--- config.mk ---
export PLATFORM = sky130hd
export DESIGN_NAME = motor_jam_reverse_controller_flat
export DESIGN_NICKNAME = d
export VERILOG_FILES = /design/src/hdl/mjr_pkg.sv /design/src/hdl/mjr_in_if.sv /design/src/hdl/mjr_out_if.sv /design/src/hdl/motor_jam_reverse_controller.sv /design/src/hdl/mjr_regs.sv /design/src/hdl/mjr_jam.sv /design/src/hdl/mjr_drive.sv /design/src/flat_wrapper.sv
export SDC_FILE = /design/constraint.sdc
export NUM_CORES = 1
export LEC_CHECK = 0
export ABC_AREA = 1
export BUFFER_PORTS_ARGS = -buffer_cell sky130_fd_sc_hd__buf_2
export CAP_MARGIN = 20
export CELL_PAD_IN_SITES_DETAIL_PLACEMENT = 2
export CELL_PAD_IN_SITES_GLOBAL_PLACEMENT = 2
export CORE_MARGIN = 2
export CORE_UTILIZATION = 41
export CTS_CLUSTER_DIAMETER = 30
export DETAILED_ROUTE_END_ITERATION = 8
export PLACE_DENSITY = 0.95
export REMOVE_ABC_BUFFERS = 1
export SLEW_MARGIN = 20
export SYNTH_ARGS = -nofsm -noshare
export SYNTH_HDL_FRONTEND = slang
export SYNTH_SLANG_ARGS = --single-unit
--- constraint.sdc ---
create_clock -name clk -period 21.3 [get_ports clk]
set_clock_uncertainty 0.15 [all_clocks]
set_input_delay 1.065 -clock clk [delete_from_list [all_inputs] [get_ports clk]]
set_output_delay 1.065 -clock clk [all_outputs]
set_load 0.1 [all_outputs]
--- src/hdl/mjr_pkg.sv ---
package mjr_pkg;

  localparam int COUNT_BITS = 16;
  localparam int CMP_BITS   = (COUNT_BITS > 16) ? COUNT_BITS : 16;
  localparam int ADDR_BITS  = 5;
  localparam int DATA_BITS  = 32;
  localparam int MUL_BITS   = 35;
  localparam int SUM_BITS   = MUL_BITS + 1;
  localparam int ROUND_SHIFT = 9;

  localparam logic signed [SUM_BITS-1:0] DRIVE_MAX  = SUM_BITS'(32767);
  localparam logic signed [SUM_BITS-1:0] DRIVE_MIN  = -SUM_BITS'(32767);
  localparam logic signed [SUM_BITS-1:0] ROUND_BIAS = SUM_BITS'(256);

  typedef enum logic [2:0] {
    REG_CURRENT_LIMIT  = 3'd0,
    REG_SETTLE_TICKS   = 3'd1,
    REG_REVERSE_TICKS  = 3'd2,
    REG_SPEED_SETPOINT = 3'd3,
    REG_GAIN_P         = 3'd4,
    REG_FEEDFORWARD    = 3'd5
  } mjr_reg_t;

  typedef struct packed {
    logic [11:0] current_limit;
    logic [15:0] settle_ticks;
    logic [15:0] reverse_ticks;
    logic [14:0] speed_setpoint;
    logic [15:0] gain_p;
    logic [14:0] feedforward;
  } mjr_cfg_t;

  typedef struct packed {
    logic direction;
    logic reversed;
  } mjr_jam_t;

  function automatic logic [COUNT_BITS-1:0] sat_inc(input logic [COUNT_BITS-1:0] v);
    return (&v) ? v : v + 1'b1;
  endfunction

endpackage

--- src/hdl/mjr_in_if.sv ---
interface mjr_in_if;
  import mjr_pkg::*;

  logic              valid;
  logic              ready;
  logic [11:0]       motor_current;
  logic signed [15:0] motor_speed;

  modport source (output valid, output motor_current, output motor_speed, input ready);
  modport sink (input valid, input motor_current, input motor_speed, output ready);
endinterface

--- src/hdl/mjr_out_if.sv ---
interface mjr_out_if;
  import mjr_pkg::*;

  logic               valid;
  logic               ready;
  logic signed [15:0] drive_power;
  logic               direction;
  logic               reversed;

  modport source (output valid, output drive_power, output direction, output reversed,
                  input ready);
  modport sink (input valid, input drive_power, input direction, input reversed,
                output ready);
endinterface

--- src/hdl/motor_jam_reverse_controller.sv ---
// Motor jam-reverse controller.
// in_ch carries one control tick per transfer: motor_current (1/16 A) and
// motor_speed (signed RPM). out_ch returns one result per tick: drive_power
// (Q1.15, clamped to +/-32767), the run direction after the tick, and a
// reversed flag for the tick that flipped it.
// Registers are written over the APB port at byte address 4*index; pready is
// always high, and reads return the stored value.
// A tick is captured in an input register, then the counters, direction and
// drive are computed combinationally into the output register. A result is
// offered once its tick has passed through the input register into the
// output register. One tick per cycle is accepted while out_ch is ready; the
// counter update and the gain multiply are done in the same cycle.
// Reset clears both registers and the counters, sets direction forward and
// restores register defaults. When out_ch stalls, the output register holds
// its result, the input register holds one more tick, and in_ch ready drops
// until the result is taken.
module motor_jam_reverse_controller (
  input  logic                        clk,
  input  logic                        rst,
  input  logic                        psel,
  input  logic                        penable,
  input  logic                        pwrite,
  input  logic [mjr_pkg::ADDR_BITS-1:0] paddr,
  input  logic [mjr_pkg::DATA_BITS-1:0] pwdata,
  output logic [mjr_pkg::DATA_BITS-1:0] prdata,
  output logic                        pready,
  mjr_in_if.sink                      in_ch,
  mjr_out_if.source                   out_ch
);
  import mjr_pkg::*;

  mjr_cfg_t           cfg;
  mjr_jam_t           jam;
  logic               a_valid;
  logic [11:0]        a_current;
  logic signed [15:0] a_speed;
  logic               advance;
  logic               step;
  logic signed [15:0] drive_next;
  logic               out_valid;
  logic signed [15:0] out_drive;
  logic               out_direction;
  logic               out_reversed;

  mjr_regs u_regs (
    .clk, .rst, .psel, .penable, .pwrite, .paddr, .pwdata, .prdata, .pready, .cfg
  );

  assign advance     = ~out_valid | out_ch.ready;
  assign step        = a_valid & advance;
  assign in_ch.ready = ~a_valid | advance;

  mjr_jam u_jam (
    .clk, .rst, .step, .motor_current(a_current), .cfg, .jam
  );

  mjr_drive u_drive (
    .motor_speed(a_speed), .direction(jam.direction), .cfg, .drive_power(drive_next)
  );

  always_ff @(posedge clk) begin
    if (rst) begin
      a_valid   <= 1'b0;
      out_valid <= 1'b0;
    end else begin
      if (in_ch.valid && in_ch.ready) begin
        a_valid <= 1'b1;
      end else if (advance) begin
        a_valid <= 1'b0;
      end
      if (advance) begin
        out_valid <= a_valid;
      end
    end
  end

  always_ff @(posedge clk) begin
    if (in_ch.valid && in_ch.ready) begin
      a_current <= in_ch.motor_current;
      a_speed   <= in_ch.motor_speed;
    end
    if (step) begin
      out_drive     <= drive_next;
      out_direction <= jam.direction;
      out_reversed  <= jam.reversed;
    end
  end

  assign out_ch.valid       = out_valid;
  assign out_ch.drive_power = out_drive;
  assign out_ch.direction   = out_direction;
  assign out_ch.reversed    = out_reversed;

endmodule

--- src/hdl/mjr_regs.sv ---
module mjr_regs (
  input  logic                        clk,
  input  logic                        rst,
  input  logic                        psel,
  input  logic                        penable,
  input  logic                        pwrite,
  input  logic [mjr_pkg::ADDR_BITS-1:0] paddr,
  input  logic [mjr_pkg::DATA_BITS-1:0] pwdata,
  output logic [mjr_pkg::DATA_BITS-1:0] prdata,
  output logic                        pready,
  output mjr_pkg::mjr_cfg_t           cfg
);
  import mjr_pkg::*;

  mjr_reg_t sel;
  logic     wr_en;

  assign sel    = mjr_reg_t'(paddr[ADDR_BITS-1:2]);
  assign pready = 1'b1;
  assign wr_en  = psel & penable & pwrite & pready;

  always_ff @(posedge clk) begin
    if (rst) begin
      cfg.current_limit  <= 12'd240;
      cfg.settle_ticks   <= 16'd75;
      cfg.reverse_ticks  <= 16'd35;
      cfg.speed_setpoint <= 15'd0;
      cfg.gain_p         <= 16'd2852;
      cfg.feedforward    <= 15'd4424;
    end else if (wr_en) begin
      case (sel)
        REG_CURRENT_LIMIT:  cfg.current_limit  <= pwdata[11:0];
        REG_SETTLE_TICKS:   cfg.settle_ticks   <= pwdata[15:0];
        REG_REVERSE_TICKS:  cfg.reverse_ticks  <= pwdata[15:0];
        REG_SPEED_SETPOINT: cfg.speed_setpoint <= pwdata[14:0];
        REG_GAIN_P:         cfg.gain_p         <= pwdata[15:0];
        REG_FEEDFORWARD:    cfg.feedforward    <= pwdata[14:0];
        default: ;
      endcase
    end
  end

  always_comb begin
    case (sel)
      REG_CURRENT_LIMIT:  prdata = DATA_BITS'(cfg.current_limit);
      REG_SETTLE_TICKS:   prdata = DATA_BITS'(cfg.settle_ticks);
      REG_REVERSE_TICKS:  prdata = DATA_BITS'(cfg.reverse_ticks);
      REG_SPEED_SETPOINT: prdata = DATA_BITS'(cfg.speed_setpoint);
      REG_GAIN_P:         prdata = DATA_BITS'(cfg.gain_p);
      REG_FEEDFORWARD:    prdata = DATA_BITS'(cfg.feedforward);
      default:            prdata = '0;
    endcase
  end

endmodule

--- src/hdl/mjr_jam.sv ---
module mjr_jam (
  input  logic              clk,
  input  logic              rst,
  input  logic              step,
  input  logic [11:0]       motor_current,
  input  mjr_pkg::mjr_cfg_t cfg,
  output mjr_pkg::mjr_jam_t jam
);
  import mjr_pkg::*;

  logic                  run_direction;
  logic [COUNT_BITS-1:0] settle_count;
  logic [COUNT_BITS-1:0] overcurrent_count;
  logic                  overcurrent_running;

  logic [COUNT_BITS-1:0] settle_inc;
  logic [COUNT_BITS-1:0] oc_inc;
  logic                  active;
  logic                  over;
  logic                  flip;

  logic                  run_direction_next;
  logic [COUNT_BITS-1:0] settle_count_next;
  logic [COUNT_BITS-1:0] overcurrent_count_next;
  logic                  overcurrent_running_next;

  always_comb begin
    settle_inc = sat_inc(settle_count);
    oc_inc     = overcurrent_running ? sat_inc(overcurrent_count) : overcurrent_count;
    active     = CMP_BITS'(settle_inc) > CMP_BITS'(cfg.settle_ticks);
    over       = motor_current > cfg.current_limit;
    flip       = active & over & (CMP_BITS'(oc_inc) > CMP_BITS'(cfg.reverse_ticks));

    run_direction_next       = run_direction ^ flip;
    settle_count_next        = flip ? '0 : settle_inc;
    overcurrent_count_next   = (active & ~over) ? '0 : oc_inc;
    overcurrent_running_next = active ? over : overcurrent_running;
  end

  always_ff @(posedge clk) begin
    if (rst) begin
      run_direction       <= 1'b0;
      settle_count        <= '0;
      overcurrent_count   <= '0;
      overcurrent_running <= 1'b0;
    end else if (step) begin
      run_direction       <= run_direction_next;
      settle_count        <= settle_count_next;
      overcurrent_count   <= overcurrent_count_next;
      overcurrent_running <= overcurrent_running_next;
    end
  end

  assign jam.direction = run_direction_next;
  assign jam.reversed  = flip;

`ifndef SYNTHESIS
  a_flip_restarts_settle: assert property (@(posedge clk) disable iff (rst)
    step && flip |=> settle_count == '0 && overcurrent_running)
    else $error("reversal did not restart settle count");

  a_low_current_clears: assert property (@(posedge clk) disable iff (rst)
    step && active && !over |=> overcurrent_count == '0 && !overcurrent_running)
    else $error("low current did not clear overcurrent state");

  a_flip_toggles_dir: assert property (@(posedge clk) disable iff (rst)
    step && flip |=> run_direction != $past(run_direction))
    else $error("reversal did not toggle direction");

  a_reset_state: assert property (@(posedge clk)
    rst |=> settle_count == '0 && overcurrent_count == '0 && !run_direction)
    else $error("state not cleared by reset");
`endif

endmodule

--- src/hdl/mjr_drive.sv ---
module mjr_drive (
  input  logic signed [15:0] motor_speed,
  input  logic               direction,
  input  mjr_pkg::mjr_cfg_t  cfg,
  output logic signed [15:0] drive_power
);
  import mjr_pkg::*;

  logic signed [17:0]          setpoint;
  logic signed [17:0]          target;
  logic signed [17:0]          error;
  logic signed [MUL_BITS-1:0]  product;
  logic signed [SUM_BITS-1:0]  scaled;
  logic signed [SUM_BITS-1:0]  ff;
  logic signed [SUM_BITS-1:0]  sum;
  logic signed [SUM_BITS-1:0]  clamped;

  always_comb begin
    setpoint = $signed({3'b000, cfg.speed_setpoint});
    target   = direction ? -setpoint : setpoint;
    error    = target - 18'(motor_speed);
    product  = $signed({1'b0, cfg.gain_p}) * error;
    scaled   = (SUM_BITS'(product) + ROUND_BIAS) >>> ROUND_SHIFT;
    ff       = $signed({{(SUM_BITS - 15){1'b0}}, cfg.feedforward});
    sum      = direction ? scaled - ff : scaled + ff;
    if (sum > DRIVE_MAX) begin
      clamped = DRIVE_MAX;
    end else if (sum < DRIVE_MIN) begin
      clamped = DRIVE_MIN;
    end else begin
      clamped = sum;
    end
    drive_power = clamped[15:0];
  end

endmodule
--- src/flat_wrapper.sv ---
// flat-port wrapper written by rule: the top's interface ports become plain ports
module motor_jam_reverse_controller_flat import mjr_pkg::*;
  (clk, rst, psel, penable, pwrite, paddr, pwdata, prdata, pready, in_ch_valid, in_ch_motor_current, in_ch_motor_speed, in_ch_ready, out_ch_valid, out_ch_drive_power, out_ch_direction, out_ch_reversed, out_ch_ready);
  mjr_in_if in_ch_i ();
  mjr_out_if out_ch_i ();
  input  logic clk;
  input  logic rst;
  input  logic psel;
  input  logic penable;
  input  logic pwrite;
  input  logic [mjr_pkg::ADDR_BITS-1:0] paddr;
  input  logic [mjr_pkg::DATA_BITS-1:0] pwdata;
  output logic [mjr_pkg::DATA_BITS-1:0] prdata;
  output logic pready;
  input wire logic [$bits(in_ch_i.valid)-1:0] in_ch_valid;
  input wire logic [$bits(in_ch_i.motor_current)-1:0] in_ch_motor_current;
  input wire logic [$bits(in_ch_i.motor_speed)-1:0] in_ch_motor_speed;
  output wire logic [$bits(in_ch_i.ready)-1:0] in_ch_ready;
  output wire logic [$bits(out_ch_i.valid)-1:0] out_ch_valid;
  output wire logic [$bits(out_ch_i.drive_power)-1:0] out_ch_drive_power;
  output wire logic [$bits(out_ch_i.direction)-1:0] out_ch_direction;
  output wire logic [$bits(out_ch_i.reversed)-1:0] out_ch_reversed;
  input wire logic [$bits(out_ch_i.ready)-1:0] out_ch_ready;
  assign in_ch_i.valid = in_ch_valid;
  assign in_ch_i.motor_current = in_ch_motor_current;
  assign in_ch_i.motor_speed = in_ch_motor_speed;
  assign in_ch_ready = in_ch_i.ready;
  assign out_ch_valid = out_ch_i.valid;
  assign out_ch_drive_power = out_ch_i.drive_power;
  assign out_ch_direction = out_ch_i.direction;
  assign out_ch_reversed = out_ch_i.reversed;
  assign out_ch_i.ready = out_ch_ready;
  motor_jam_reverse_controller u_core (.clk(clk), .rst(rst), .psel(psel), .penable(penable), .pwrite(pwrite), .paddr(paddr), .pwdata(pwdata), .prdata(prdata), .pready(pready), .in_ch(in_ch_i), .out_ch(out_ch_i));
endmodule
Word level (Yosys, flattened, before mapping)
Index checks and enable logic that the tools add are counted.
- register bits after elaboration: 172
- bits in latches: 0
- memory bits (writable): 0
- bits in read-only memories: 0
- input bits: 72
- output and inout port bits: 53
- logic and storage cells: 72
- memories kept: 0
- $add $sub $neg: 7
- multipliers: 1
- divide/modulo/power cells: 0
- $lt $le $gt $ge: 5
- eq/ne operators: 5
- shift operators: 0
- muxes and demuxes: 11
- bitwise gates (word level): 12
- reductions and logical operators: 13
- operators by type and width (kind ; number):
    two-way mux 16 bit ; 6
    one-hot mux 16 bit (6 select lines) ; 1
    adder 35 x 10 -> 36 bit, second input constant ; 1
    > comparator 36 x 16 -> 1 bit, second input constant ; 1
    less-than comparator 36 x 16 -> 1 bit, second input constant ; 1
    two-way mux 36 bit ; 1
    multiplier 17 x 18 -> 35 bit ; 1
    adder 16 x 1 -> 16 bit, second input constant ; 2
    > comparator 16 bit ; 2
    AND reduction 16 bit ; 2
    adder 27 x 16 -> 28 bit ; 1
    subtractor 27 x 16 -> 28 bit ; 1
    two-way mux 18 bit ; 1
    negation 15 -> 18 bit ; 1
    subtractor 18 x 16 -> 18 bit ; 1
    AND reduction 2 bit ; 7
    > comparator 12 bit ; 1
    AND 1 bit ; 6
    equality test 3 x 2 -> 1 bit, second input constant ; 2
    equality test 3 bit, second input constant ; 2
    equality test 3 x 1 -> 1 bit, second input constant ; 1
    zero test 3 bit ; 1
    NOT 1 bit ; 3
    two-way mux 1 bit ; 2
    other kinds (5) ; 6

Longest topological paths before layout
Gate-level depths: netlist of run 1.
- word-level depth: 14
- mapped depth: 80
- mapped depth without buffers: 79

Cells and area by module
A second synthesis of run 1 with hierarchy kept.
- cell total of the unflattened synthesis: 3438
- area total of the unflattened synthesis: 24890.1 µm²
- by module, submodules not included (module ; times used ; cells an instance ; area an instance (µm²)):
    mjr_drive ; 1 ; 2079 ; 14963.1
    mjr_regs ; 1 ; 731 ; 4709.5
    mjr_jam ; 1 ; 570 ; 3744.8
    motor_jam_reverse_controller ; 1 ; 58 ; 1472.7

Least setup slack after synthesis of run 1
Ideal clock, no wire load.
- kind: flip-flop to flip-flop
- start point: register u_core.u_jam.overcurrent_count[0]
- end point: register u_core.out_drive[0] (netlist: u_core.out_ch.drive_power[0]) (data pin)
- arrival time: 11135 ps
- required time: 20889 ps
- path slack: 9754 ps
- cell stages (with the launch flop): 75
- buffers on the path: 2
- cell sequence: dfxtp_1 ha_1 nand3_1 nor2_1 nand2_1 nor2_1 nand2_1 nand2_1 nor2_1 nand2_1 nor2_1 nand2_1 nor2_1 xor2_1 inv_1 ha_1 nand2_1 inv_1 [... 39 more ...] o21bai_1 a21oi_1 xnor2_1 ha_1 nand2_1 nor2_2 inv_2 nor3_1 nand3_1 nand2_1 nand2_1 nand2_1 nand3_1 nor2_1 nand2_1 nand2_4 buf_12 nand3_1
- cells in the longest elaborated chain, start to end: 14
- elaborated cells between the ends (all ways): 17
- ends and longest elaborated chain (what ; line ; source):
    start, declared ; mjr_jam.sv:13 ; logic [COUNT_BITS-1:0] overcurrent_count;
    start signal, assigned ; mjr_jam.sv:49 ; overcurrent_count <= overcurrent_count_next;
    adder 16 x 1 -> 16 bit or AND reduction 16 bit (tied branches) ; mjr_pkg.sv:39 ; return (&v) ? v : v + 1'b1;
    two-way mux 16 bit ; mjr_pkg.sv:39 ;
    two-way mux 16 bit * ; mjr_jam.sv:29 ; oc_inc = overcurrent_running ? sat_inc(overcurrent_count) : overcurrent_count;
    > comparator 16 bit * ; mjr_jam.sv:32 ; flip = active & over & (CMP_BITS'(oc_inc) > CMP_BITS'(cfg.reverse_ticks));
    AND 1 bit * ; mjr_jam.sv:32 ;
    bitwise XOR 1 bit * ; mjr_jam.sv:34 ; run_direction_next = run_direction ^ flip;
    two-way mux 18 bit ; mjr_drive.sv:20 ; target = direction ? -setpoint : setpoint;
    subtractor 18 x 16 -> 18 bit ; mjr_drive.sv:21 ; error = target - 18'(motor_speed);
    multiplier 17 x 18 -> 35 bit ; mjr_drive.sv:22 ; product = $signed({1'b0, cfg.gain_p}) * error;
    adder 35 x 10 -> 36 bit ; mjr_drive.sv:23 ; scaled = (SUM_BITS'(product) + ROUND_BIAS) >>> ROUND_SHIFT;
    adder 27 x 16 -> 28 bit or subtractor 27 x 16 -> 28 bit (tied branches) ; mjr_drive.sv:25 ; sum = direction ? scaled - ff : scaled + ff;
    two-way mux 36 bit * ; mjr_drive.sv:25 ;
    > comparator 36 x 16 -> 1 bit or less-than comparator 36 x 16 -> 1 bit (tied branches) ; mjr_drive.sv:26, mjr_drive.sv:28 ;
    OR reduction 2 bit (no line) ; -- ;
    end signal, assigned ; motor_jam_reverse_controller.sv:83 ; out_drive <= drive_next;
    end, declared ; motor_jam_reverse_controller.sv:41 ; logic signed [15:0] out_drive;
Every way passes the cells marked *; elsewhere a longest branch is shown, timed or not.
A chain may end at the register's enable or synchronous reset.

Worst setup path after layout of run 1
- start point: register u_core.u_jam.overcurrent_count[0]
- end point: register u_core.out_drive[8] (netlist: u_core.out_ch.drive_power[8]) (data pin)
- cells in the longest elaborated chain, start to end: 14
- elaborated cells between the ends (all ways): 17
- ends and longest elaborated chain (what ; line ; source):
    adder 16 x 1 -> 16 bit or AND reduction 16 bit (tied branches) ; mjr_pkg.sv:39 ;
    two-way mux 16 bit ; mjr_pkg.sv:39 ;
    two-way mux 16 bit * ; mjr_jam.sv:29 ;
    > comparator 16 bit * ; mjr_jam.sv:32 ;
    AND 1 bit * ; mjr_jam.sv:32 ;
    bitwise XOR 1 bit * ; mjr_jam.sv:34 ;
    two-way mux 18 bit ; mjr_drive.sv:20 ;
    subtractor 18 x 16 -> 18 bit ; mjr_drive.sv:21 ;
    multiplier 17 x 18 -> 35 bit ; mjr_drive.sv:22 ;
    adder 35 x 10 -> 36 bit ; mjr_drive.sv:23 ;
    adder 27 x 16 -> 28 bit or subtractor 27 x 16 -> 28 bit (tied branches) ; mjr_drive.sv:25 ;
    two-way mux 36 bit * ; mjr_drive.sv:25 ;
    less-than comparator 36 x 16 -> 1 bit ; mjr_drive.sv:28 ; end else if (sum < DRIVE_MIN) begin
    two-way mux 16 bit ; mjr_drive.sv:28 ;
Marks and branches as above.

==> results.yml, run 1 <==
outcome:
  outcome: "finished, final reports clean"
timing:
  fmax_ghz: 0.0582
  setup_tns_ns: 0
  worst_pin_slew_ns: 1.15
  finalCritPeriodShare: 0.807
  final_max_slew_viol_count: 0
  rsz0062_at_grt: "no"
  min_period_ns: 17.18
  maxSlewHeadroom: 0.229
  finalSetupViolCount: 0
  finalHoldViolCount: 0
global_route:
  antenna_found_initial: 5
  grt.overflow.total: 0
  grt_pass1_vias: 29000
  gr-usage-all-layers: 0.455
  grt_start_max_net_pins: 78
  grt_pass1_wl_um: 196000
route:
  ant_nets: 0
  routed_wl_um: 135000
  drtIter0Drc: 2008
  firstDrtPassIters: 5
  vias: 24700
  wl_per_cell_um: 34.2
  viasPerCell: 6.24
  drcViolationCount: 0
clock_network:
  post_cts_buffers: 0
  clk_pin_slew_worst_paths_ns: 0.09
  htree_levels: 4
  cts_tree: "built"
  hold_buffers: 0
  clockRootBuffer: "clkbuf_16"
  cts_sinks: 172
  cts_max_path_buffers: 2
  cts_resized: 0
  clock_latency_ns: 0.49
  cts_buffers: 17
setup_path:
  cp_num_buf_inv: 9
  path_class: "flip-flop to flip-flop"
  cp_max_fo: 26
  crit_slowest_cell: "fa_1"
  end_kind: "flip-flop"
  crit_top_cell: "nand2_1"
  crit_arrival_ns: 17.23
  worst_setup_path_start_kind: "flip-flop"
  required_ns: 21.35
  crit_family: "simple AND/OR/NAND/NOR gates"
  max_stage_delay_ns: 0.72
  worst-r2r-cell-count: 67
  path_depth: 67
layout:
  syn_to_final_growth_pct: 7.38
  mostFrequentLayoutCell: "inv_1"
  drive_gt1_frac: 0.0808
  nets: 3736
  multi_input_area_um2: 16700
  nFillCells: 6628
  final_cell_area_um2: 25400
  final_cell_mix: "686 x inv_1, 550 x nand2_1, 290 x fa_1"
  ff_latch_area_um2: 3900
job:
  cap_violations: 0
logic_synthesis:
  ys_ff_latch: 172
  yosysWarnings: 0
  synth_area_leaders: "fa_1 24%, inv_1 11%, dfxtp_1 11%, ha_1 10%, nand2_1 8.7%"
  synth_top_area_share: 0.245
  syn_area_per_cell_um2: 7.56
  synth.distinct_cells: 61
  synth_area_um2: 23700
  yosysTopAreaCell: "fa_1"
  ys_seq_area_frac: 0.165
  syn_inst: 3135
die:
  core_area_um2: 57400
  rows: 88
  io_pins: 125
  die-area_um2: 59700
  die_width_um: 244
  die_h_um: 244
  initial_core_util: 0.413
placement:
  dp_hpwl_um: 94900
  gp_routability_congestion: 0.982
  dpl_cell_area_um2: 24800
  io_buffer_count: 89
worst_hold_path:
  min_path_type: "flip-flop to flip-flop"
  hold_depth: 2
-- synth_stat cells, drive strengths merged --
cell type	instances
a211oi	3
a21boi	3
a21o	14
a21oi	228
a221oi	11
a22o	3
a22oi	2
a31oi	9
and2	2
and3	1
buf	27
clkbuf	60
clkinv	6
conb	2
dfxtp	126
edfxtp	46
fa	290
ha	194
inv	715
nand2	586
nand3	134
nand3b	4
nand4	23
nor2	302
nor3	28
nor3b	2
nor4	9
o211ai	7
o21a	3
o21ai	134
o21bai	1
o221ai	13
o22ai	20
o311ai	2
o31ai	4
or2	14
xnor2	28
xor2	79
-- cell type report --
cell class	instances	share of cell area
Clock buffer	18	0.0177
Clock inverter	14	0.00802
Timing Repair Buffer	98	0.0201
Sequential cell	172	0.153
Multi-Input combinational cell	2170	0.656
Antenna cell	1	0.0000983
Inverter	721	0.107
Tap cell	765	0.0376
-- layer usage --
metal  up-vias  wire length, um  global-route usage
met1     12500            43700               0.447
met5         -               29                   0
met4         6            15900               0.430
met3       861            12500               0.157
li1       9766                -                   -
met2      1618            63300               0.751
-- path summary, 6_finish.rpt --
path / from / endpoint / slack (ns)
setup / recovery: u_core.u_jam.overcurrent_count[0] / u_core.out_ch.drive_power[8] / 4.12
hold / removal: u_core.u_regs.cfg[77] / u_core.u_regs.cfg[77] / 0.37
setup reg to reg: u_core.u_jam.overcurrent_count[0] / u_core.out_ch.drive_power[8] / 4.12
hold reg to reg: u_core.u_regs.cfg[77] / u_core.u_regs.cfg[77] / 0.37
-- worst register-to-register path, delay by kind of cell (launching register included) --
family | cells | cell delay, ns
adders and majority gates | 11 | 5.18
DFF | 1 | 0.36
buffers and inverters | 9 | 1.43
and+or+nand+nor | 34 | 5.99
xor gates and xnor gates | 3 | 1.01
AOI/OAI and AO/OA | 10 | 2.79
-- flip-flops by register name, summed over array words and instances (netlist names) --
signal / count
u_core.a_valid: 1
u_core.out_ch.valid: 1
u_core.out_ch.reversed: 1
u_core.a_current: 12
u_core.out_ch.direction: 1
u_core.u_jam.settle_count: 16
u_core.out_ch.drive_power: 16
u_core.u_jam.overcurrent_count: 16
u_core.u_regs.cfg: 90
u_core.u_jam.run_direction: 1
u_core.a_speed: 16
u_core.u_jam.overcurrent_running: 1
-- stage by stage --
stage / util / setup slack, ns / hold slack, ns / cells
6_report: 0.444 / 4.12 / 0.367 / 3959
5_1_grt: 0.444 / 3.61 / 0.376 / 3958
4_1_cts: 0.443 / 5.04 / 0.358 / 3955
3_5_place_dp: 0.432 / 5.99 / 0.332 / 3923
3_3_place_gp: 0.432 / 7.57 / 0.302 / 3923
2_1_floorplan: - / 9.77 / 0.289 / 3063
-- cell families after synthesis --
group                    after synthesis  share of synthesized area
AO/OA/AOI/OAI                        457                      0.107
XOR/XNOR                             107                     0.0405
adder cells (fa/ha/maj)              484                      0.347
buffers and inverters                808                      0.133
flip-flops                           172                      0.165
other                                  2                   0.000317
AND/OR/NAND/NOR                     1105                      0.206
Power of run 1 is left out: the tool's default activity adds up to more than one toggle a clock period on the data nets, which glitch-free logic cannot reach.
==> inputs of run 2 (changes only) <==
ABC_AREA = 0   (was 1)
CORE_UTILIZATION = 36   (was 41)
PLACE_DENSITY = 0.88   (was 0.95)
clock period = 13.8 ns   (was 21.3 ns; I/O delays follow)
==> run 2 against run 1 <==
Net effect: the flow now finishes with violations (max-capacitance violations, max-slew violations, negative setup slack); hold slack worse by 0.19 ns; critical path depth down 5; global-route usage fell by 0.13 points; worst setup slack worse by 7.2 ns; routed wire length rose by 28%.
==> results.yml, run 2 <==
outcome:
  outcome: "finished, violations left"
  violations: "max-capacitance violations, max-slew violations, negative setup slack"
logic_synthesis:
  syn_inst: 2680
  dominantRegCellSynth: "dfxtp_1"
  synth.distinct_cells: 73
  yosys.area_share.simple: 0.181
  synth.most_common_cell: "inv_1"
  yosys-top-cells-count: "456 x inv_1, 324 x nand2_1, 290 x fa_1, 194 x ha_1, 164 x and2_1"
  synth_fa_ha_area_frac: 0.360
  synthMuxAreaShare: 0.0185
  synth-edff-count: 46
  synth_xor_area_frac: 0.0527
  async_flop_share: 0
  synth_area_leaders: "fa_1 25%, dfxtp_1 11%, ha_1 11%, inv_1 7.5%, edfxtp_1 6.0%"
  synth_top_family_by_area: "adder cells"
  synth_top_area_share: 0.254
  syn_area_per_cell_um2: 8.53
  ys_ff_latch: 172
  yosysTopAreaCell: "fa_1"
  ys_seq_area_frac: 0.171
  yosysWarnings: 0
  synth_compound_area_frac: 0.116
  synth_area_um2: 22800
setup_path:
  r2r_start: "u_core.u_jam.settle_count[3]"
  cp_max_fo: 8
  crit_slowest_cell: "fa_1"
  worst-r2r-cell-count: 62
  worst_setup_path_start_kind: "flip-flop"
  crit_arrival_ns: 17.03
  cp_num_buf_inv: 10
  max_stage_delay_ns: 0.89
  r2r_setup_slack_ns: -3.11
  timing.rr.end: "u_core.out_ch.drive_power[0]"
  path_class: "flip-flop to flip-flop"
  end_kind: "flip-flop"
  cp-startpoint: "u_core.u_jam.settle_count[3]"
  required_ns: 13.92
  crit_family: "compound AO/OA/AOI/OAI gates"
layout:
  final_cell_mix: "434 x inv_1, 394 x buf_4, 317 x nand2_1"
  syn_to_final_growth_pct: 27.9
  regMostFlops: "u_core.u_regs.cfg"
  nFillCells: 6763
  drive_gt1_frac: 0.262
  mostFrequentLayoutCell: "inv_1"
  largest_reg_flops: 90
  nets: 3644
  multi_input_area_um2: 18200
  ff_latch_area_um2: 3920
route:
  vias: 26700
  viasPerCell: 6.74
  routed_wl_um: 174000
  ant_nets: 0
  drcViolationCount: 0
  firstDrtPassIters: 9
  drtIter0Drc: 3346
  wl_per_cell_um: 43.9
die:
  die_h_um: 256
  io_pins: 125
  die_width_um: 256
  die-area_um2: 65500
  initial_core_util: 0.363
  rows: 92
  core_area_um2: 63000
timing:
  setup_tns_ns: -48.40
  final_max_slew_viol_count: 3
  rsz0062_at_grt: "yes"
  worst_pin_slew_ns: 1.50
  timing.final.ws_setup_ns: -3.11
  fmax_ghz: 0.0591
  finalHoldViolCount: 0
  finalCritPeriodShare: 1.23
  min_period_ns: 16.91
  finalSetupViolCount: 16
  maxSlewHeadroom: -0.0139
clock_network:
  clk_pin_slew_worst_paths_ns: 0.09
  cts_max_path_buffers: 2
  htree_levels: 4
  cts_tree: "built"
  cts_buffers: 17
  cts_sinks: 172
  clock_latency_ns: 0.54
  hold_buffers: 0
  clockRootBuffer: "clkbuf_16"
global_route:
  grt_pass1_wl_um: 213000
  grt_pass1_vias: 28700
  antenna_found_initial: 19
  grt_start_max_net_pins: 82
  gr-usage-all-layers: 0.454
  grt.overflow.total: 0
job:
  cap_violations: 1
worst_hold_path:
  min_path_type: "primary input to flip-flop"
  hold_start: "in_ch_motor_current[4]"
  whs_endpoint: "u_core.a_current[4]"
  hold_depth: 1
placement:
  io_buffer_count: 89
  dp_hpwl_um: 88300
  pre_cts_ws_ns: -2.15
  gp_routability_congestion: 0.904
[run 2: cell types whose count changed after synthesis, sizes merged, moves of 70 or more]
cell / delta
a21oi: -89
and2: +162
inv: -259
nand2: -262
nand3: -116
nor2: -143
o21ai: -70
[run 2: layout make-up]
class,count,area share
antenna,10,0.000856
clock buffer,17,0.0146
clock inverter,15,0.00510
inverter,457,0.0589
multi-input combinational,1932,0.623
sequential,172,0.134
tap,846,0.0362
timing repair buffer,508,0.127
[run 2: how the worst max path moves through the flow]
stage | endpoint | depth (start not counted)
detailed placement | u_core.out_ch.drive_power[0] | 62
finish | u_core.out_ch.drive_power[0] | 62
global route | u_core.out_ch.drive_power[1] | 62
global placement | u_core.out_ch.drive_power[0] | 65
CTS | u_core.out_ch.drive_power[0] | 67
floorplan | u_core.out_ch.drive_power[0] | 63
[run 2: layer usage]
metal  vias up  global-route usage  wire [um]
met5         -              0.0161        215
met4        24               0.453      23100
met3      1499               0.148      21400
met2      2761               0.726      74400
met1     13000               0.460      54500
li1       9371                   -          -
[run 2: cells by family after synthesis]
group                    count (synthesis)
AND/OR/NAND/NOR                        845
AO/OA/AOI/OAI                          409
XOR/XNOR                               136
buffers and inverters                  592
multiplexers                            40
adder cells (fa/ha/maj)                484
other                                    2
flip-flops                             172
[run 2: stage by stage]
step / cells / instance area [um^2] / hold WS (ns) / util
after floorplan: 2560 / 22300 / 0.280 / -
after detailed placement: 3832 / 26400 / 0.309 / 0.419
after CTS: 3917 / 28200 / 0.156 / 0.448
after global placement: 3832 / 26400 / 0.296 / 0.419
after global routing: 3949 / 29200 / 0.183 / 0.464
final: 3957 / 29200 / 0.176 / 0.464
[run 2: repair_timing]
item	CTS	global route
hold endpoints to repair	0	0
resized for setup	195	160
pin swaps	119	109
endpoints found under the setup margin	16	16
buffers inserted	53	31
cloned	2	0
Power of run 2 is left out for the same reason.
